`src/rtl/core/ogu_pkg.sv`:
```
// ----------------------------------------------------------------------------
// ogu_pkg
// Shared types, codes and constants of the occupancy grid log-odds updater.
// ----------------------------------------------------------------------------
package ogu_pkg;

   // Default sizing of the cell store
   localparam int MAP_CELLS_DEFAULT = 65536;
   localparam int LOG_WIDTH_DEFAULT = 16;

   // Fixed field widths
   localparam int CSR_INDEX_W = 3;
   localparam int CSR_DATA_W  = 16;
   localparam int PCT_W       = 7;
   localparam int EDGE_W      = 16;

   // Beam end offset, 0.1 m in Q8.8
   localparam logic [16:0] BEAM_OFFSET = 17'd26;

   // Configuration register indexes
   localparam logic [CSR_INDEX_W-1:0] CSR_SENSOR_RANGE  = 3'd0;
   localparam logic [CSR_INDEX_W-1:0] CSR_OCCUPIED_BAND = 3'd1;
   localparam logic [CSR_INDEX_W-1:0] CSR_SELF_RADIUS   = 3'd2;
   localparam logic [CSR_INDEX_W-1:0] CSR_LOG_INITIAL   = 3'd3;
   localparam logic [CSR_INDEX_W-1:0] CSR_LOG_OCCUPIED  = 3'd4;
   localparam logic [CSR_INDEX_W-1:0] CSR_LOG_FREE      = 3'd5;
   localparam logic [CSR_INDEX_W-1:0] CSR_THRESHOLD     = 3'd6;

   // Configuration reset values
   localparam logic [15:0]        RST_SENSOR_RANGE  = 16'd2560;
   localparam logic [15:0]        RST_OCCUPIED_BAND = 16'd36;
   localparam logic [15:0]        RST_SELF_RADIUS   = 16'd102;
   localparam logic signed [15:0] RST_LOG_INITIAL   = 16'sd0;
   localparam logic signed [15:0] RST_LOG_OCCUPIED  = 16'sd218;
   localparam logic signed [15:0] RST_LOG_FREE      = -16'sd218;
   localparam logic [PCT_W-1:0]   RST_THRESHOLD     = 7'd50;

   // Result region codes
   localparam logic [1:0] REGION_OUT    = 2'd0;
   localparam logic [1:0] REGION_BODY   = 2'd1;
   localparam logic [1:0] REGION_UPDATE = 2'd2;
   localparam logic [1:0] REGION_INIT   = 2'd3;

   // Percent table size and the highest percent
   localparam logic [PCT_W-1:0] PCT_MAX = 7'd100;

   // Least Q.8 log-odds that reaches each percent step; last entry saturates
   localparam logic signed [EDGE_W-1:0] PCT_EDGE [100] = '{
      -16'sd1176, -16'sd996, -16'sd889, -16'sd813, -16'sd753,
      -16'sd704, -16'sd662, -16'sd625, -16'sd592, -16'sd562,
      -16'sd535, -16'sd510, -16'sd486, -16'sd464, -16'sd444,
      -16'sd424, -16'sd405, -16'sd388, -16'sd371, -16'sd354,
      -16'sd339, -16'sd324, -16'sd309, -16'sd295, -16'sd281,
      -16'sd267, -16'sd254, -16'sd241, -16'sd229, -16'sd216,
      -16'sd204, -16'sd192, -16'sd181, -16'sd169, -16'sd158,
      -16'sd147, -16'sd136, -16'sd125, -16'sd114, -16'sd103,
      -16'sd93, -16'sd82, -16'sd72, -16'sd61, -16'sd51,
      -16'sd41, -16'sd30, -16'sd20, -16'sd10, 16'sd0,
      16'sd11, 16'sd21, 16'sd31, 16'sd42, 16'sd52,
      16'sd62, 16'sd73, 16'sd83, 16'sd94, 16'sd104,
      16'sd115, 16'sd126, 16'sd137, 16'sd148, 16'sd159,
      16'sd170, 16'sd182, 16'sd193, 16'sd205, 16'sd217,
      16'sd230, 16'sd242, 16'sd255, 16'sd268, 16'sd282,
      16'sd296, 16'sd310, 16'sd325, 16'sd340, 16'sd355,
      16'sd372, 16'sd389, 16'sd406, 16'sd425, 16'sd445,
      16'sd465, 16'sd487, 16'sd511, 16'sd536, 16'sd563,
      16'sd593, 16'sd626, 16'sd663, 16'sd705, 16'sd754,
      16'sd814, 16'sd890, 16'sd997, 16'sd1177, 16'sd9583
   };

   // Look up one percent edge; codes past the table read the top entry
   function automatic logic signed [EDGE_W-1:0] pct_edge_at(input logic [PCT_W-1:0] idx);
      logic signed [EDGE_W-1:0] val;
      if (idx < PCT_MAX) begin
         val = PCT_EDGE[idx];
      end else begin
         val = PCT_EDGE[99];
      end
      return val;
   endfunction

   // Commands from the controller to the datapath
   typedef struct packed {
      logic             capture;
      logic             mod_mul;
      logic             mod_qm;
      logic             mod_sub;
      logic             mem_read;
      logic             apply;
      logic             search;
      logic [2:0]       search_bit;
      logic             out_load;
   } cmd_type;

endpackage

```
`src/rtl/core/ogu_ctrl.sv`:
```
// ----------------------------------------------------------------------------
// ogu_ctrl
// Sequencer: steps one item through index reduction, memory read-modify-write,
// percent search and the result register handoff.
// ----------------------------------------------------------------------------
module ogu_ctrl (
   input  logic             clock,
   input  logic             reset,
   input  logic             req_tvalid,
   output logic             req_tready,
   output logic             rsp_tvalid,
   input  logic             rsp_tready,
   output ogu_pkg::cmd_type cmd
);

   typedef enum logic [2:0] {
      S_IDLE,
      S_MUL,
      S_QM,
      S_SUB,
      S_READ,
      S_APPLY,
      S_SEARCH,
      S_DONE
   } state_type;

   state_type  state_ff, state_in;
   logic [2:0] bit_ff, bit_in;
   logic       rsp_valid_ff, rsp_valid_in;
   logic       out_free;

   // Result register can take a new result
   assign out_free = !rsp_valid_ff || rsp_tready;

   // Decode commands from the current state
   always_comb begin
      cmd            = '0;
      cmd.capture    = (state_ff == S_IDLE) && req_tvalid;
      cmd.mod_mul    = (state_ff == S_MUL);
      cmd.mod_qm     = (state_ff == S_QM);
      cmd.mod_sub    = (state_ff == S_SUB);
      cmd.mem_read   = (state_ff == S_READ);
      cmd.apply      = (state_ff == S_APPLY);
      cmd.search     = (state_ff == S_SEARCH);
      cmd.search_bit = bit_ff;
      cmd.out_load   = (state_ff == S_DONE) && out_free;
   end

   // Next state
   always_comb begin
      state_in = state_ff;
      bit_in   = bit_ff;
      case (state_ff)
         S_IDLE: begin
            if (req_tvalid) begin
               state_in = S_MUL;
            end
         end
         S_MUL:   state_in = S_QM;
         S_QM:    state_in = S_SUB;
         S_SUB:   state_in = S_READ;
         S_READ:  state_in = S_APPLY;
         S_APPLY: begin
            state_in = S_SEARCH;
            bit_in   = 3'd6;
         end
         S_SEARCH: begin
            if (bit_ff == 3'd0) begin
               state_in = S_DONE;
            end else begin
               bit_in = bit_ff - 3'd1;
            end
         end
         S_DONE: begin
            if (out_free) begin
               state_in = S_IDLE;
            end
         end
         default: state_in = S_IDLE;
      endcase
   end

   // Hold result valid until the downstream transfer
   always_comb begin
      rsp_valid_in = rsp_valid_ff;
      if (cmd.out_load) begin
         rsp_valid_in = 1'b1;
      end else if (rsp_tready) begin
         rsp_valid_in = 1'b0;
      end
   end

   // State and registered outputs
   always_ff @(posedge clock) begin
      if (reset) begin
         state_ff     <= S_IDLE;
         bit_ff       <= 3'd0;
         rsp_valid_ff <= 1'b0;
      end else begin
         state_ff     <= state_in;
         bit_ff       <= bit_in;
         rsp_valid_ff <= rsp_valid_in;
      end
   end

   assign req_tready = (state_ff == S_IDLE);
   assign rsp_tvalid = rsp_valid_ff;

   // A transfer in starts the sequence and closes the input
   a_accept_starts: assert property (@(posedge clock) disable iff (reset)
      (req_tvalid && req_tready) |=> (!req_tready && state_ff == S_MUL))
      else $error("accepted item did not start the sequence");

   // At most one datapath step per cycle
   a_one_step: assert property (@(posedge clock) disable iff (reset)
      $onehot0({cmd.capture, cmd.mod_mul, cmd.mod_qm, cmd.mod_sub,
                cmd.mem_read, cmd.apply, cmd.search, cmd.out_load}))
      else $error("overlapping datapath steps");

   // The search ends after its lowest bit
   a_search_ends: assert property (@(posedge clock) disable iff (reset)
      (state_ff == S_SEARCH && bit_ff == 3'd0) |=> (state_ff == S_DONE))
      else $error("percent search did not finish");

   // A new result only comes out of the done step
   a_result_source: assert property (@(posedge clock) disable iff (reset)
      $rose(rsp_valid_ff) |-> $past(state_ff == S_DONE))
      else $error("result raised outside the done step");

endmodule

```
`config.mk`:
```
export PLATFORM = sky130hd
export DESIGN_NAME = ogu_ctrl
export DESIGN_NICKNAME = d
export VERILOG_FILES = /design/src/rtl/core/ogu_pkg.sv /design/src/rtl/core/ogu_ctrl.sv
export SDC_FILE = /design/constraint.sdc
export NUM_CORES = 1
export LEC_CHECK = 0
export ABC_AREA = 0
export ABC_CLOCK_PERIOD_IN_PS = 1500
export BUFFER_PORTS_ARGS = -buffer_cell sky130_fd_sc_hd__buf_4
export CORE_AREA = 8 8 45 47
export CTS_BUF_LIST = sky130_fd_sc_hd__clkbuf_2 sky130_fd_sc_hd__clkbuf_4 sky130_fd_sc_hd__clkbuf_8
export CTS_CLUSTER_SIZE = 40
export DETAILED_ROUTE_END_ITERATION = 10
export DIE_AREA = 0 0 53 55
export SETUP_SLACK_MARGIN = 0.1
export SYNTH_ARGS = -nofsm -noshare
export SYNTH_HDL_FRONTEND = slang
export SYNTH_SLANG_ARGS = --single-unit
```
`constraint.sdc`:
```
create_clock -name clock -period 1.5 [get_ports clock]
set_input_delay 0.15 -clock clock [delete_from_list [all_inputs] [get_ports clock]]
set_output_delay 0.15 -clock clock [all_outputs]
set_load 0.01 [all_outputs]
```
# Yosys cells after proc, flatten, opt, wreduce, memory -nomap -nowiden
# Index checks and enable logic that the tools add are counted.
# classes
eq_ne	11
reduce_logical	10
add_sub_neg	1
mux	8
# ops
op	n
$pmux W3 S8	1
$eq A3 B3 Y1 const B	4
$mux W3	4
$eq A3 B2 Y1 const B	2
$logic_not A3 Y1	2
$ne A2 B2 Y1 const B	3
$pmux W3 S2	1
$reduce_bool A2 Y1	2
$eq A3 B1 Y1 const B	1
$reduce_and A3 Y1	1
$sub A3 B1 Y3 const B	1
$logic_and A1 B1 Y1	2
$mux W1	2
$ne A2 B1 Y1 const B	1
$reduce_and A2 Y1	1
$logic_not A1 Y1	1
$logic_or A1 B1 Y1	1
# word_totals
word_cells	33
reg_bits	7
out_inout_bits	13
inputBits	4

# Logic depth before layout (Yosys ltp)
# Gate-level depths: netlist of the first run.
# logic_depth
word_depth	4
depth_mapped	5
ltp_nobuf	5

# Worst setup path after synthesis of the first run
# Ideal clock, no wire load.
# synth_path
kind	flip-flop to flip-flop
startpoint	register bit_ff[0]
endpoint	register bit_ff[0]
n_path_buf	0
period_less_slack_ns	1.249
arrival_time_ns	1.121
slack_ns	0.251
required_ns	1.372
path_stages_with_launch	6
setup_time_ns	0.128
path_cell_list	dfxtp_1 > inv_1 > ha_1 > and2b_1 > o211ai_1 > a31oi_1
# synth_via
elab_chain_cells	3
elab_cells_between_ends	6
cone_classes	add/sub: 1; eq/ne: 1; mux: 2; reduce/logical: 2
# synth_rtl
element	line_no	rtl
from (decl)	ogu_ctrl.sv:28	logic [2:0] bit_ff, bit_in;
from (signal assigned)	ogu_ctrl.sv:101	bit_ff <= bit_in;
$sub A3 B1 Y3 / $logic_not A3 Y1 (equally long branches)	ogu_ctrl.sv:71, ogu_ctrl.sv:68	
$mux W3 / $ne A2 B2 Y1 (equally long branches)	--	
$pmux W3 S2 / $reduce_and A2 Y1 (equally long branches)	--	
# Several ways; a longest one is shown, not always the timed one. The select of a mux whose other input is x is not followed.
# A chain may end at the register's enable or synchronous reset.

# Worst setup path after layout of the first run
# layout_path
startpoint	register bit_ff[0]
endpoint	register state_ff[0]
# layout_via
elab_chain_cells	3
# layout_rtl
element	line_no	rtl
$logic_not A3 Y1	ogu_ctrl.sv:68	if (bit_ff == 3'd0) begin
$ne A2 B1 Y1 (no source line)	--	
$reduce_and A3 Y1 (no source line)	--	
to (signal assigned)	ogu_ctrl.sv:100	state_ff <= state_in;
to (decl)	ogu_ctrl.sv:27	state_type state_ff, state_in;
# No other way between the ends.

==> out/metrics.csv, run 1 <==
stage,metric,value,unit
detailed_routing,vias per cell,5.07,
final_layout,area grow syn2layout,33.1,%
floorplanning,Core ar.,1380,µm²
global_routing,initial antenna violation count,0,
detailed_routing,Detailed Routing Iterations Pass 1,3,
yosys,sequential area share after synthesis,31.4,%
setup_path,Reg-to-Reg End,state_ff[0],
global_routing,largest net degree at the start of global routing,14,
pwr,final total power,0.000480,W
sta,hold_ws,0.137,ns
clock_network,H-tree levels,1,
setup_path,CP Launch Type,flop,
clock_network,Max clock buf depth,2,
final_layout,Ant. Diodes,0,
pwr,power per cell area,807,nW/µm²
final_layout,filler cell count in the final layout,152,
sta,max-slew violation count,0,
placement,Port Buf Inserts,16,
setup_path,"Worst Path Class, Setup",reg2reg,
hold_path,Hold Crit Endpoint,state_ff[2],
run,maxcap violations,0,
setup_path,crit path max fanout,5,
placement,DP Worst Slack,0.196,ns
sta,setup tns final,0,ns
setup_path,endpoint type of the worst setup path,flop,
clock_network,CTS clock-pin slew for the worst setup and hold paths,0.05,ns
floorplanning,Die H,55,µm
sta,Tcrit/Tclk final,88.1,%
hold_path,Hold Crit Depth,2,
final_layout,area of the multi-input gates,265,µm²
floorplanning,starting density of the core,32.3,%
sta,Rel. slew slack,79.2,%
global_routing,total gr overflow,0,
sta,Post-Route Skew,0.000817,ns
floorplanning,FP Rows,14,
detailed_routing,via count,416,
global_routing,first-pass GRT wire length,1.58,mm
detailed_routing,DRC,0,
yosys,post-synth net total,58,
sta,Tmin final,1.32,ns
sta,endpoints failing setup,0,
hold_path,hold wc startpoint,reset,
detailed_routing,drt wl/cell,12.9,µm
yosys,Post-Synthesis Cell Area,447,µm²
pwr,worst vdd ir,0.491,mV
yosys,Mean Syn Cell Area,8.59,µm²
setup_path,critical path arrival,1.46,ns
floorplanning,I/O pins,17,
sta,Max Freq,0.757,GHz
setup_path,RR Startpoint,bit_ff[0],
detailed_routing,Final ANT Viol Nets,0,
placement,routability congestion estimate,0.709,
global_routing,vias in the first global route,361,
sta,final-report hold violation count,0,
global_routing,Tot GR Track Use,7.00,%
final_layout,register area,144,µm²
detailed_routing,final wirelength,1.06,mm
clock_network,clk root buf,clkbuf_4,
yosys,asr flop ratio synth,0,%
yosys,Synth Warn #,0,
hold_path,Worst Hold Class,in2reg,
floorplanning,die width,53,µm
yosys,Synth top area share,31.4,%
final_layout,"most common cell after layout, fill and taps aside",buf_4,
yosys,top_reg_cell synth,dfxtp_1,
setup_path,worst path required time,1.64,ns
final_layout,share of cells above drive strength 1,43.9,%
yosys,Area contributors post-synth,"dfxtp_1 31%, nand2b_4 6.2%, a311oi_1 5.9%",
yosys,Yosys reg bits,7,
outcome,status,"finished, final reports clean",
placement,detailed placement HPWL,784,µm
sta,RSZ-0062 raised after global routing,no,
detailed_routing,DRT iter0 DRCs,4,
sta,"Worst Setup Slack, final",0.179,ns
floorplanning,die area,2920,µm²
yosys,Gate Count Post-Synth,52,
clock_network,clock latency at the later pin of the worst-skew pair,0.25,ns
clock_network,clock sink count,7,
clock_network,postcts setup bufs,0,
setup_path,flop-to-flop setup slack,0.18,ns
pwr,leakage,0.266,nW
yosys,Post-synth EDFFs,0,
final_layout,"non-filler cells, final",82,
sta,Worst-Margin Slew,0.310,ns
placement,post-placement cell count,78,
yosys,Yosys top cell by area,dfxtp_1,
clock_network,CTS tree,done,
final_layout,# nets final,73,
yosys,Synth cell types,27,
clock_network,TritonCTS buffer count,3,
final_layout,"commonest cells after routing, fill and taps aside","16 x buf_4, 4 x inv_1, 4 x nor3_1, 4 x dfxtp_1, 4 x clkbuf_4",
setup_path,R2R cell count,5,
==> area by class of cell <==
class,count,area share (%)
inverters,4,2.53
well taps,16,3.37
repair buffers,16,20.2
clock buffers,4,5.05
multi-input cells,35,44.6
flip-flops and latches,7,24.2
==> how the worst max path moves through the flow <==
| stage | end | start | slack [ns] | cells past startpoint |
|---|---|---|---|---|
| floorplan | bit_ff[0] | bit_ff[0] | 0.25 | 5 |
| global placement | state_ff[0] | bit_ff[0] | 0.23 | 5 |
| detailed placement | state_ff[0] | bit_ff[0] | 0.20 | 5 |
| CTS | cmd[0] | state_ff[2] | 0.11 | 3 |
| global route | cmd[10] | state_ff[1] | 0.12 | 3 |
| finish | state_ff[0] | bit_ff[0] | 0.18 | 5 |
==> cell families (layout without fill, tap and decap cells) <==
family / after synthesis / count (layout) / share of synthesized area [%]
adders and majority gates: 2 / 2 / 5.60
buffers and inverters: 10 / 24 / 11.5
and+or+nand+nor: 22 / 22 / 33.9
DFF: 7 / 7 / 31.4
AOI/OAI and AO/OA: 11 / 11 / 17.6
==> through the flow <==
step,utilization (%),instance area [µm²]
floorplan,-,447
global placement,39.8,551
detailed placement,39.8,551
CTS,42.1,583
global route,42.9,594
finish,42.9,594
==> cells in the mapped netlist (2+ instances only) <==
library cell,instances
ha_1,2
a211oi_1,2
buf_4,3
nor3b_1,2
a21oi_1,2
nor3_1,4
nor2_1,3
a311oi_1,3
nand3_1,2
dfxtp_1,7
buf_2,2
inv_1,4
nand2b_4,2
==> critical path: stages, from the launching register on <==
cell and delay [ns]:
dfxtp_1 0.35, inv_1 0.10, ha_2 0.22, nand2b_4 0.07
and3_1 0.19, o41ai_2 0.29
==> layer usage <==
metal,wire length [µm],GRT usage (%),vias up
met5,0,0,-
met4,8,1.29,0
met3,91,3.48,2
met2,452,10.2,17
met1,505,9.13,184
li1,-,-,213
==> flip-flops by register name, indices dropped and copies added, names as in the netlist <==
name        count
bit_ff          3
state_ff        3
rsp_tvalid      1
==> timing repair <==
item,CTS,global route
endpoints found under the hold margin,0,0
hold buffers,0,0
gates resized for setup,2,3
setup endpoints to repair,1,6
==> where the power goes <==
part           internal, W  switching, W  leakage (nW)
Clock             0.000119     0.0000680        0.0184
Sequential        0.000195     0.0000192        0.0580
Combinational    0.0000438     0.0000344         0.190
Total             0.000358      0.000122         0.266
No activity file was read; power rests on OpenSTA's default activity.
==> inputs of run 2 (changes only) <==
--- a/config.mk
+++ b/config.mk
@@ -13,6 +13,7 @@
 export CTS_CLUSTER_SIZE = 40
 export DETAILED_ROUTE_END_ITERATION = 10
 export DIE_AREA = 0 0 53 55
+export PLACE_DENSITY_LB_ADDON = 0.25
 export SETUP_SLACK_MARGIN = 0.1
 export SYNTH_ARGS = -nofsm -noshare
 export SYNTH_HDL_FRONTEND = slang
==> run 2 against run 1 <==
Flip-flop and latch count stayed put. Utilization is 0.72 points higher. Highest routed layer unchanged. Total power up 2.1%. Count of clock-buffer cells in the layout stayed put. Cell count rose by 1.2%. Hold slack got worse by 0.014 ns. Sequential power down 2%. Critical path depth is 2 lower. Via count shrank 0.48%.
==> out/metrics.csv, run 2 (synthesis results as in run 1) <==
stage,metric,value,unit,change
outcome,status,"finished, final reports clean",,unchanged
floorplanning,die area,2920,µm²,unchanged
final_layout,filler cell count in the final layout,142,,was 152
final_layout,area grow syn2layout,35.3,%,was 33.1%
setup_path,"Worst Path Class, Setup",reg2out,,was reg2reg
clock_network,TritonCTS buffer count,3,,unchanged
placement,Port Buf Inserts,16,,unchanged
global_routing,Tot GR Track Use,8.20,%,was 7.00%
global_routing,total gr overflow,0,,unchanged
final_layout,share of cells above drive strength 1,43.3,%,was 43.9%
sta,endpoints failing setup,0,,unchanged
setup_path,crit-path most repeated cell,buf_4,,
global_routing,vias in the first global route,400,,was 361
final_layout,"most common cell after layout, fill and taps aside",buf_4,,unchanged
sta,Rel. slew slack,82.7,%,was 79.2%
sta,final-report hold violation count,0,,unchanged
global_routing,first-pass GRT wire length,1.75,mm,was 1.58 mm
floorplanning,starting density of the core,32.3,%,unchanged
clock_network,postcts setup bufs,0,,unchanged
sta,Tcrit/Tclk final,89.0,%,was 88.1%
setup_path,critical path arrival,1.18,ns,was 1.46 ns
final_layout,"commonest cells after routing, fill and taps aside","17 x buf_4, 5 x dfxtp_1, 4 x inv_1, 4 x clkbuf_4",,"was 16 x buf_4, 4 x inv_1, 4 x nor3_1, 4 x dfxtp_1, 4 x clkbuf_4"
setup_path,worst path required time,1.35,ns,was 1.64 ns
sta,max-slew violation count,0,,unchanged
floorplanning,Core ar.,1380,µm²,unchanged
clock_network,H-tree levels,1,,unchanged
setup_path,crit path max fanout,9,,was 5
setup_path,worst path cell trace,buf_4 -> nor3b_1 -> buf_4,,was inv_1 -> ha_2 -> nand2b_4 -> and3_1 -> o41ai_2
detailed_routing,DRT iter0 DRCs,7,,was 4
sta,Post-Route Skew,0.00482,ns,was 0.000817 ns
placement,detailed placement HPWL,796,µm,was 784 µm
pwr,worst vdd ir,0.481,mV,was 0.491 mV
clock_network,clk root buf,clkbuf_4,,unchanged
floorplanning,die width,53,µm,unchanged
setup_path,highest-delay cell along the critical path,dfxtp_1,,unchanged
detailed_routing,via count,414,,was 416
final_layout,Final Util,43.7,%,was 42.9%
detailed_routing,DRC,0,,unchanged
floorplanning,FP Rows,14,,unchanged
detailed_routing,vias per cell,4.99,,was 5.07
global_routing,largest net degree at the start of global routing,14,,unchanged
clock_network,CTS clock-pin slew for the worst setup and hold paths,0.05,ns,about the same
floorplanning,I/O pins,17,,unchanged
clock_network,CTS tree,done,,unchanged
final_layout,Ant. Diodes,0,,unchanged
clock_network,Max clock buf depth,2,,unchanged
sta,RSZ-0062 raised after global routing,no,,unchanged
setup_path,CP Launch Type,flop,,unchanged
detailed_routing,Final ANT Viol Nets,0,,unchanged
sta,setup tns final,0,ns,unchanged
global_routing,initial antenna violation count,0,,unchanged
pwr,leakage,0.269,nW,was 0.266 nW
sta,Worst-Margin Slew,0.257,ns,was 0.310 ns
sta,Tmin final,1.33,ns,was 1.32 ns
clock_network,clock sink count,7,,unchanged
hold_path,Worst Hold Class,in2reg,,unchanged
detailed_routing,final wirelength,1.04,mm,was 1.06 mm
detailed_routing,drt wl/cell,12.5,µm,was 12.9 µm
pwr,power per cell area,810,nW/µm²,was 807 nW/µm²
run,maxcap violations,0,,unchanged
clock_network,hold buffer count at cts,0,,unchanged
setup_path,endpoint type of the worst setup path,output pin,,was flop
detailed_routing,Detailed Routing Iterations Pass 1,4,,was 3
final_layout,area of the multi-input gates,269,µm²,was 265 µm²
placement,routability congestion estimate,0.700,,was 0.709
final_layout,register area,143,µm²,was 144 µm²
final_layout,# nets final,74,,was 73
setup_path,max incr delay on CP,0.37,ns,was 0.35 ns
clock_network,clock latency at the later pin of the worst-skew pair,0.25,ns,about the same
floorplanning,Die H,55,µm,unchanged
sta,Max Freq,0.749,GHz,was 0.757 GHz
## run 2: cell count changes in the layout (fill, tap and decap cells not counted), sizes merged
cell	before	now
buf	16	17
## run 2: final timing paths
| check | to | cells after the start | startpoint | slack, ns |
|---|---|---|---|---|
| setup reg to reg | state_ff[0] | 5 | bit_ff[0] | 0.18 |
| hold reg to reg | rsp_tvalid | 2 | rsp_tvalid | 0.51 |
| hold / removal | bit_ff[0] | 2 | reset | 0.12 |
| setup / recovery | cmd[9] | 3 | state_ff[0] | 0.17 |
## run 2: layout make-up
type / instances / share of cell area [%]
multi-input cells: 35 / 44.5
flip-flops and latches: 7 / 23.6
repair buffers: 17 / 21.1
clock buffers: 4 / 4.97
well taps: 16 / 3.31
inverters: 4 / 2.48
## run 2: worst max-delay path, delay by kind of cell (launching register included)
family        cells  cell delay [ns]
buf+inv           2             0.35
flops             1             0.37
simple gates      1             0.21
## run 2: layer usage
layer	global-route usage (%)	part of all wire (%)	vias up
li1	-	-	215
met1	9.13	46	183
met4	3.88	0.87	0
met2	11.7	43	14
met3	5.61	9.6	2
met5	0	0	-
## run 2: power breakdown
part	total, W	switching [W]	internal, W
Clock	0.000190	0.0000708	0.000120
Sequential	0.000210	0.0000153	0.000194
Combinational	0.0000896	0.0000400	0.0000496
Total	0.000490	0.000126	0.000364
## run 2: through the flow
step / total power (W) / setup slack, ns / hold WS, ns / std cells / cell area [µm²]
final: 0.000490 / 0.165 / 0.122 / 83 / 604
after global placement: 0.000295 / 0.204 / 0.390 / 79 / 558
after detailed placement: 0.000296 / 0.182 / 0.383 / 79 / 558
after global routing: 0.000515 / 0.0968 / 0.117 / 83 / 604
after floorplan: 0.000259 / 0.251 / 0.344 / 52 / 447
after CTS: 0.000494 / 0.0885 / 0.109 / 83 / 589
## run 2: repair_timing
action | CTS | global route
gates resized for setup | 1 | 4
pin swaps | 0 | 0
setup endpoints to repair | 2 | 6
gates cloned | 0 | 0
==> inputs of run 3 (changes only) <==
--- a/config.mk
+++ b/config.mk
@@ -6,7 +6,7 @@
 export NUM_CORES = 1
 export LEC_CHECK = 0
 export ABC_AREA = 0
-export ABC_CLOCK_PERIOD_IN_PS = 1500
+export ABC_CLOCK_PERIOD_IN_PS = 1100
 export BUFFER_PORTS_ARGS = -buffer_cell sky130_fd_sc_hd__buf_4
 export CORE_AREA = 8 8 45 47
 export CTS_BUF_LIST = sky130_fd_sc_hd__clkbuf_2 sky130_fd_sc_hd__clkbuf_4 sky130_fd_sc_hd__clkbuf_8
==> constraint.sdc (replaced) <==
create_clock -name clock -period 1.1 [get_ports clock]
set_input_delay 0.11 -clock clock [delete_from_list [all_inputs] [get_ports clock]]
set_output_delay 0.11 -clock clock [all_outputs]
set_load 0.01 [all_outputs]
==> run 3 against run 2 <==
Critical path depth up 1. Largest cell class unchanged. The run now ends with setup timing left. Die area did not move. Flip-flop and latch count unchanged. Non-clock buffer count rose by 17. Utilization grew 21 points. Sequential power is 30% higher. Cell area grew 47%. Hold slack worse by 0.044 ns. Clock skew shrank 0.0021 ns.
==> out/metrics.csv, run 3 (synthesis results as in run 1) <==
stage,metric,value,unit,change
clock_network,clock latency at the later pin of the worst-skew pair,0.26,ns,was 0.25 ns
setup_path,"Worst Path Class, Setup",reg2out,,unchanged
floorplanning,Die H,55,µm,unchanged
detailed_routing,vias per cell,4.99,,about the same
placement,detailed placement HPWL,900,µm,was 796 µm
placement,post-placement cell count,84,,was 79
setup_path,Reg-to-Reg End,state_ff[0],,unchanged
sta,Max Freq,0.789,GHz,
run,maxcap violations,0,,unchanged
setup_path,Crit path max-delay family,flip-flops,,unchanged
clock_network,H-tree levels,1,,unchanged
hold_path,hold wc startpoint,reset,,unchanged
outcome,failing checks,setup timing,,
sta,final-report hold violation count,0,,unchanged
floorplanning,die width,53,µm,unchanged
global_routing,initial antenna violation count,0,,unchanged
final_layout,# nets final,91,,was 74
pwr,leakage,0.399,nW,was 0.269 nW
sta,Rel. slew slack,82.3,%,was 82.7%
floorplanning,I/O pins,17,,unchanged
sta,max-slew violation count,0,,unchanged
detailed_routing,DRT iter0 DRCs,2,,was 7
floorplanning,starting density of the core,32.3,%,unchanged
setup_path,highest-delay cell along the critical path,dfxtp_2,,was dfxtp_1
sta,Tmin final,1.27,ns,
final_layout,"non-filler cells, final",100,,was 83
pwr,power per cell area,879,nW/µm²,was 810 nW/µm²
detailed_routing,drt wl/cell,13.8,µm,was 12.5 µm
global_routing,vias in the first global route,503,,was 400
sta,Post-Route Skew,0.00276,ns,was 0.00482 ns
outcome,status,"finished, violations left",,"was finished, final reports clean"
floorplanning,Core ar.,1380,µm²,unchanged
setup_path,crit-path most repeated cell,buf_6,,was buf_4
detailed_routing,via count,499,,was 414
hold_path,Worst Hold Class,in2reg,,unchanged
floorplanning,die area,2920,µm²,unchanged
global_routing,total gr overflow,0,,unchanged
setup_path,worst path required time,0.99,ns,was 1.35 ns
floorplanning,FP Rows,14,,unchanged
final_layout,filler cell count in the final layout,121,,was 142
final_layout,Ant. Diodes,0,,unchanged
sta,Tcrit/Tclk final,115,%,
setup_path,RR Startpoint,state_ff[1],,was bit_ff[0]
setup_path,CP Launch Type,flop,,unchanged
hold_path,Hold Crit Endpoint,bit_ff[0],,unchanged
sta,RSZ-0062 raised after global routing,yes,,was no
clock_network,CTS clock-pin slew for the worst setup and hold paths,0.05,ns,about the same
setup_path,critical path arrival,1.16,ns,was 1.18 ns
setup_path,worst path cell trace,buf_6 -> nor3_4 -> and2_4 -> buf_6,,was buf_4 -> nor3b_1 -> buf_4
detailed_routing,Final ANT Viol Nets,0,,unchanged
final_layout,area grow syn2layout,99.2,%,was 35.3%
setup_path,flop-to-flop setup slack,-0.12,ns,was 0.18 ns
final_layout,"most common cell after layout, fill and taps aside",buf_4,,unchanged
sta,Worst-Margin Slew,0.263,ns,was 0.257 ns
sta,hold_ws,0.0784,ns,was 0.122 ns
setup_path,max incr delay on CP,0.34,ns,was 0.37 ns
setup_path,endpoint type of the worst setup path,output pin,,unchanged
global_routing,first-pass GRT wire length,2.33,mm,was 1.75 mm
placement,Port Buf Inserts,16,,unchanged
clock_network,CTS tree,done,,unchanged
clock_network,clk root buf,clkbuf_4,,unchanged
clock_network,hold buffer count at cts,0,,unchanged
detailed_routing,DRC,0,,unchanged
detailed_routing,final wirelength,1.38,mm,was 1.04 mm
detailed_routing,Detailed Routing Iterations Pass 1,3,,was 4
sta,"Worst Setup Slack, final",-0.168,ns,was 0.165 ns
sta,endpoints failing setup,12,,was 0
final_layout,share of cells above drive strength 1,81.0,%,was 43.3%
placement,routability congestion estimate,0.705,,was 0.700
clock_network,TritonCTS buffer count,3,,unchanged
setup_path,crit path max fanout,6,,was 9
global_routing,Tot GR Track Use,10.9,%,was 8.20%
final_layout,"commonest cells after routing, fill and taps aside","19 x buf_4, 14 x buf_6, 4 x clkbuf_4",,"was 17 x buf_4, 5 x dfxtp_1, 4 x inv_1, 4 x clkbuf_4"
clock_network,Max clock buf depth,2,,unchanged
setup_path,R2R cell count,5,,unchanged
clock_network,clock sink count,7,,unchanged
pwr,worst vdd ir,0.658,mV,was 0.481 mV
global_routing,largest net degree at the start of global routing,9,,was 14
sta,setup tns final,-1.11,ns,was 0 ns
hold_path,Hold Crit Depth,2,,unchanged
setup_path,WP buf/inv,2,,unchanged
run 3: final cells by class:
class	instances	area (µm²)	area share (%)
Clock buffer	4	30.0	3.38
Sequential cell	7	155	17.4
Tap cell	16	20.0	2.25
Timing Repair Buffer	34	315	35.4
Inverter	4	20.0	2.25
Multi-Input combinational cell	35	349	39.2
run 3: where the power goes:
| part | internal [W] | leakage [nW] | total, W | switching, W |
|---|---|---|---|---|
| clock network | 0.000163 | 0.0184 | 0.000264 | 0.000101 |
| registers | 0.000261 | 0.0605 | 0.000273 | 0.0000122 |
| logic | 0.000144 | 0.320 | 0.000245 | 0.000101 |
| total | 0.000568 | 0.399 | 0.000782 | 0.000214 |
run 3: stage by stage:
stage	instance area (µm²)	total power, W	utilization (%)	worst slack (ns)
after floorplan	509	0.000366	-	0.0381
after global placement	652	0.000428	47.1	-0.0165
after detailed placement	652	0.000429	47.1	-0.0103
after CTS	822	0.000760	59.4	-0.154
after global routing	890	0.000824	64.3	-0.212
final	890	0.000782	64.3	-0.168
run 3: worst reg2reg max path, stage by stage (launching register included):
cell	delay [ns]
dfxtp_2	0.34
buf_6	0.14
buf_4	0.13
buf_6	0.12
and3_4	0.17
o41ai_2	0.22
run 3: routing by layer:
| layer | vias up | wire, µm | global-route usage, % |
|---|---|---|---|
| met2 | 16 | 663 | 17.2 |
| met5 | - | 0 | 0 |
| li1 | 252 | - | - |
| met4 | 0 | 22 | 4.31 |
| met3 | 2 | 111 | 6.15 |
| met1 | 229 | 580 | 12.0 |
run 3: how the worst max path moves through the flow:
stage	from	to	cells past startpoint
after floorplan	bit_ff[0]	bit_ff[0]	5
after global placement	state_ff[1]	bit_ff[1]	3
after detailed placement	state_ff[1]	bit_ff[1]	3
after CTS	state_ff[0]	cmd[10]	4
after global routing	state_ff[1]	cmd[10]	4
final	state_ff[1]	cmd[10]	4
run 3: timing repair:
action / in CTS / in global routing
resized for setup: 23 / 13
setup buffers: 10 / 3
endpoints found under the setup margin: 14 / 15
pin swaps: 9 / 9
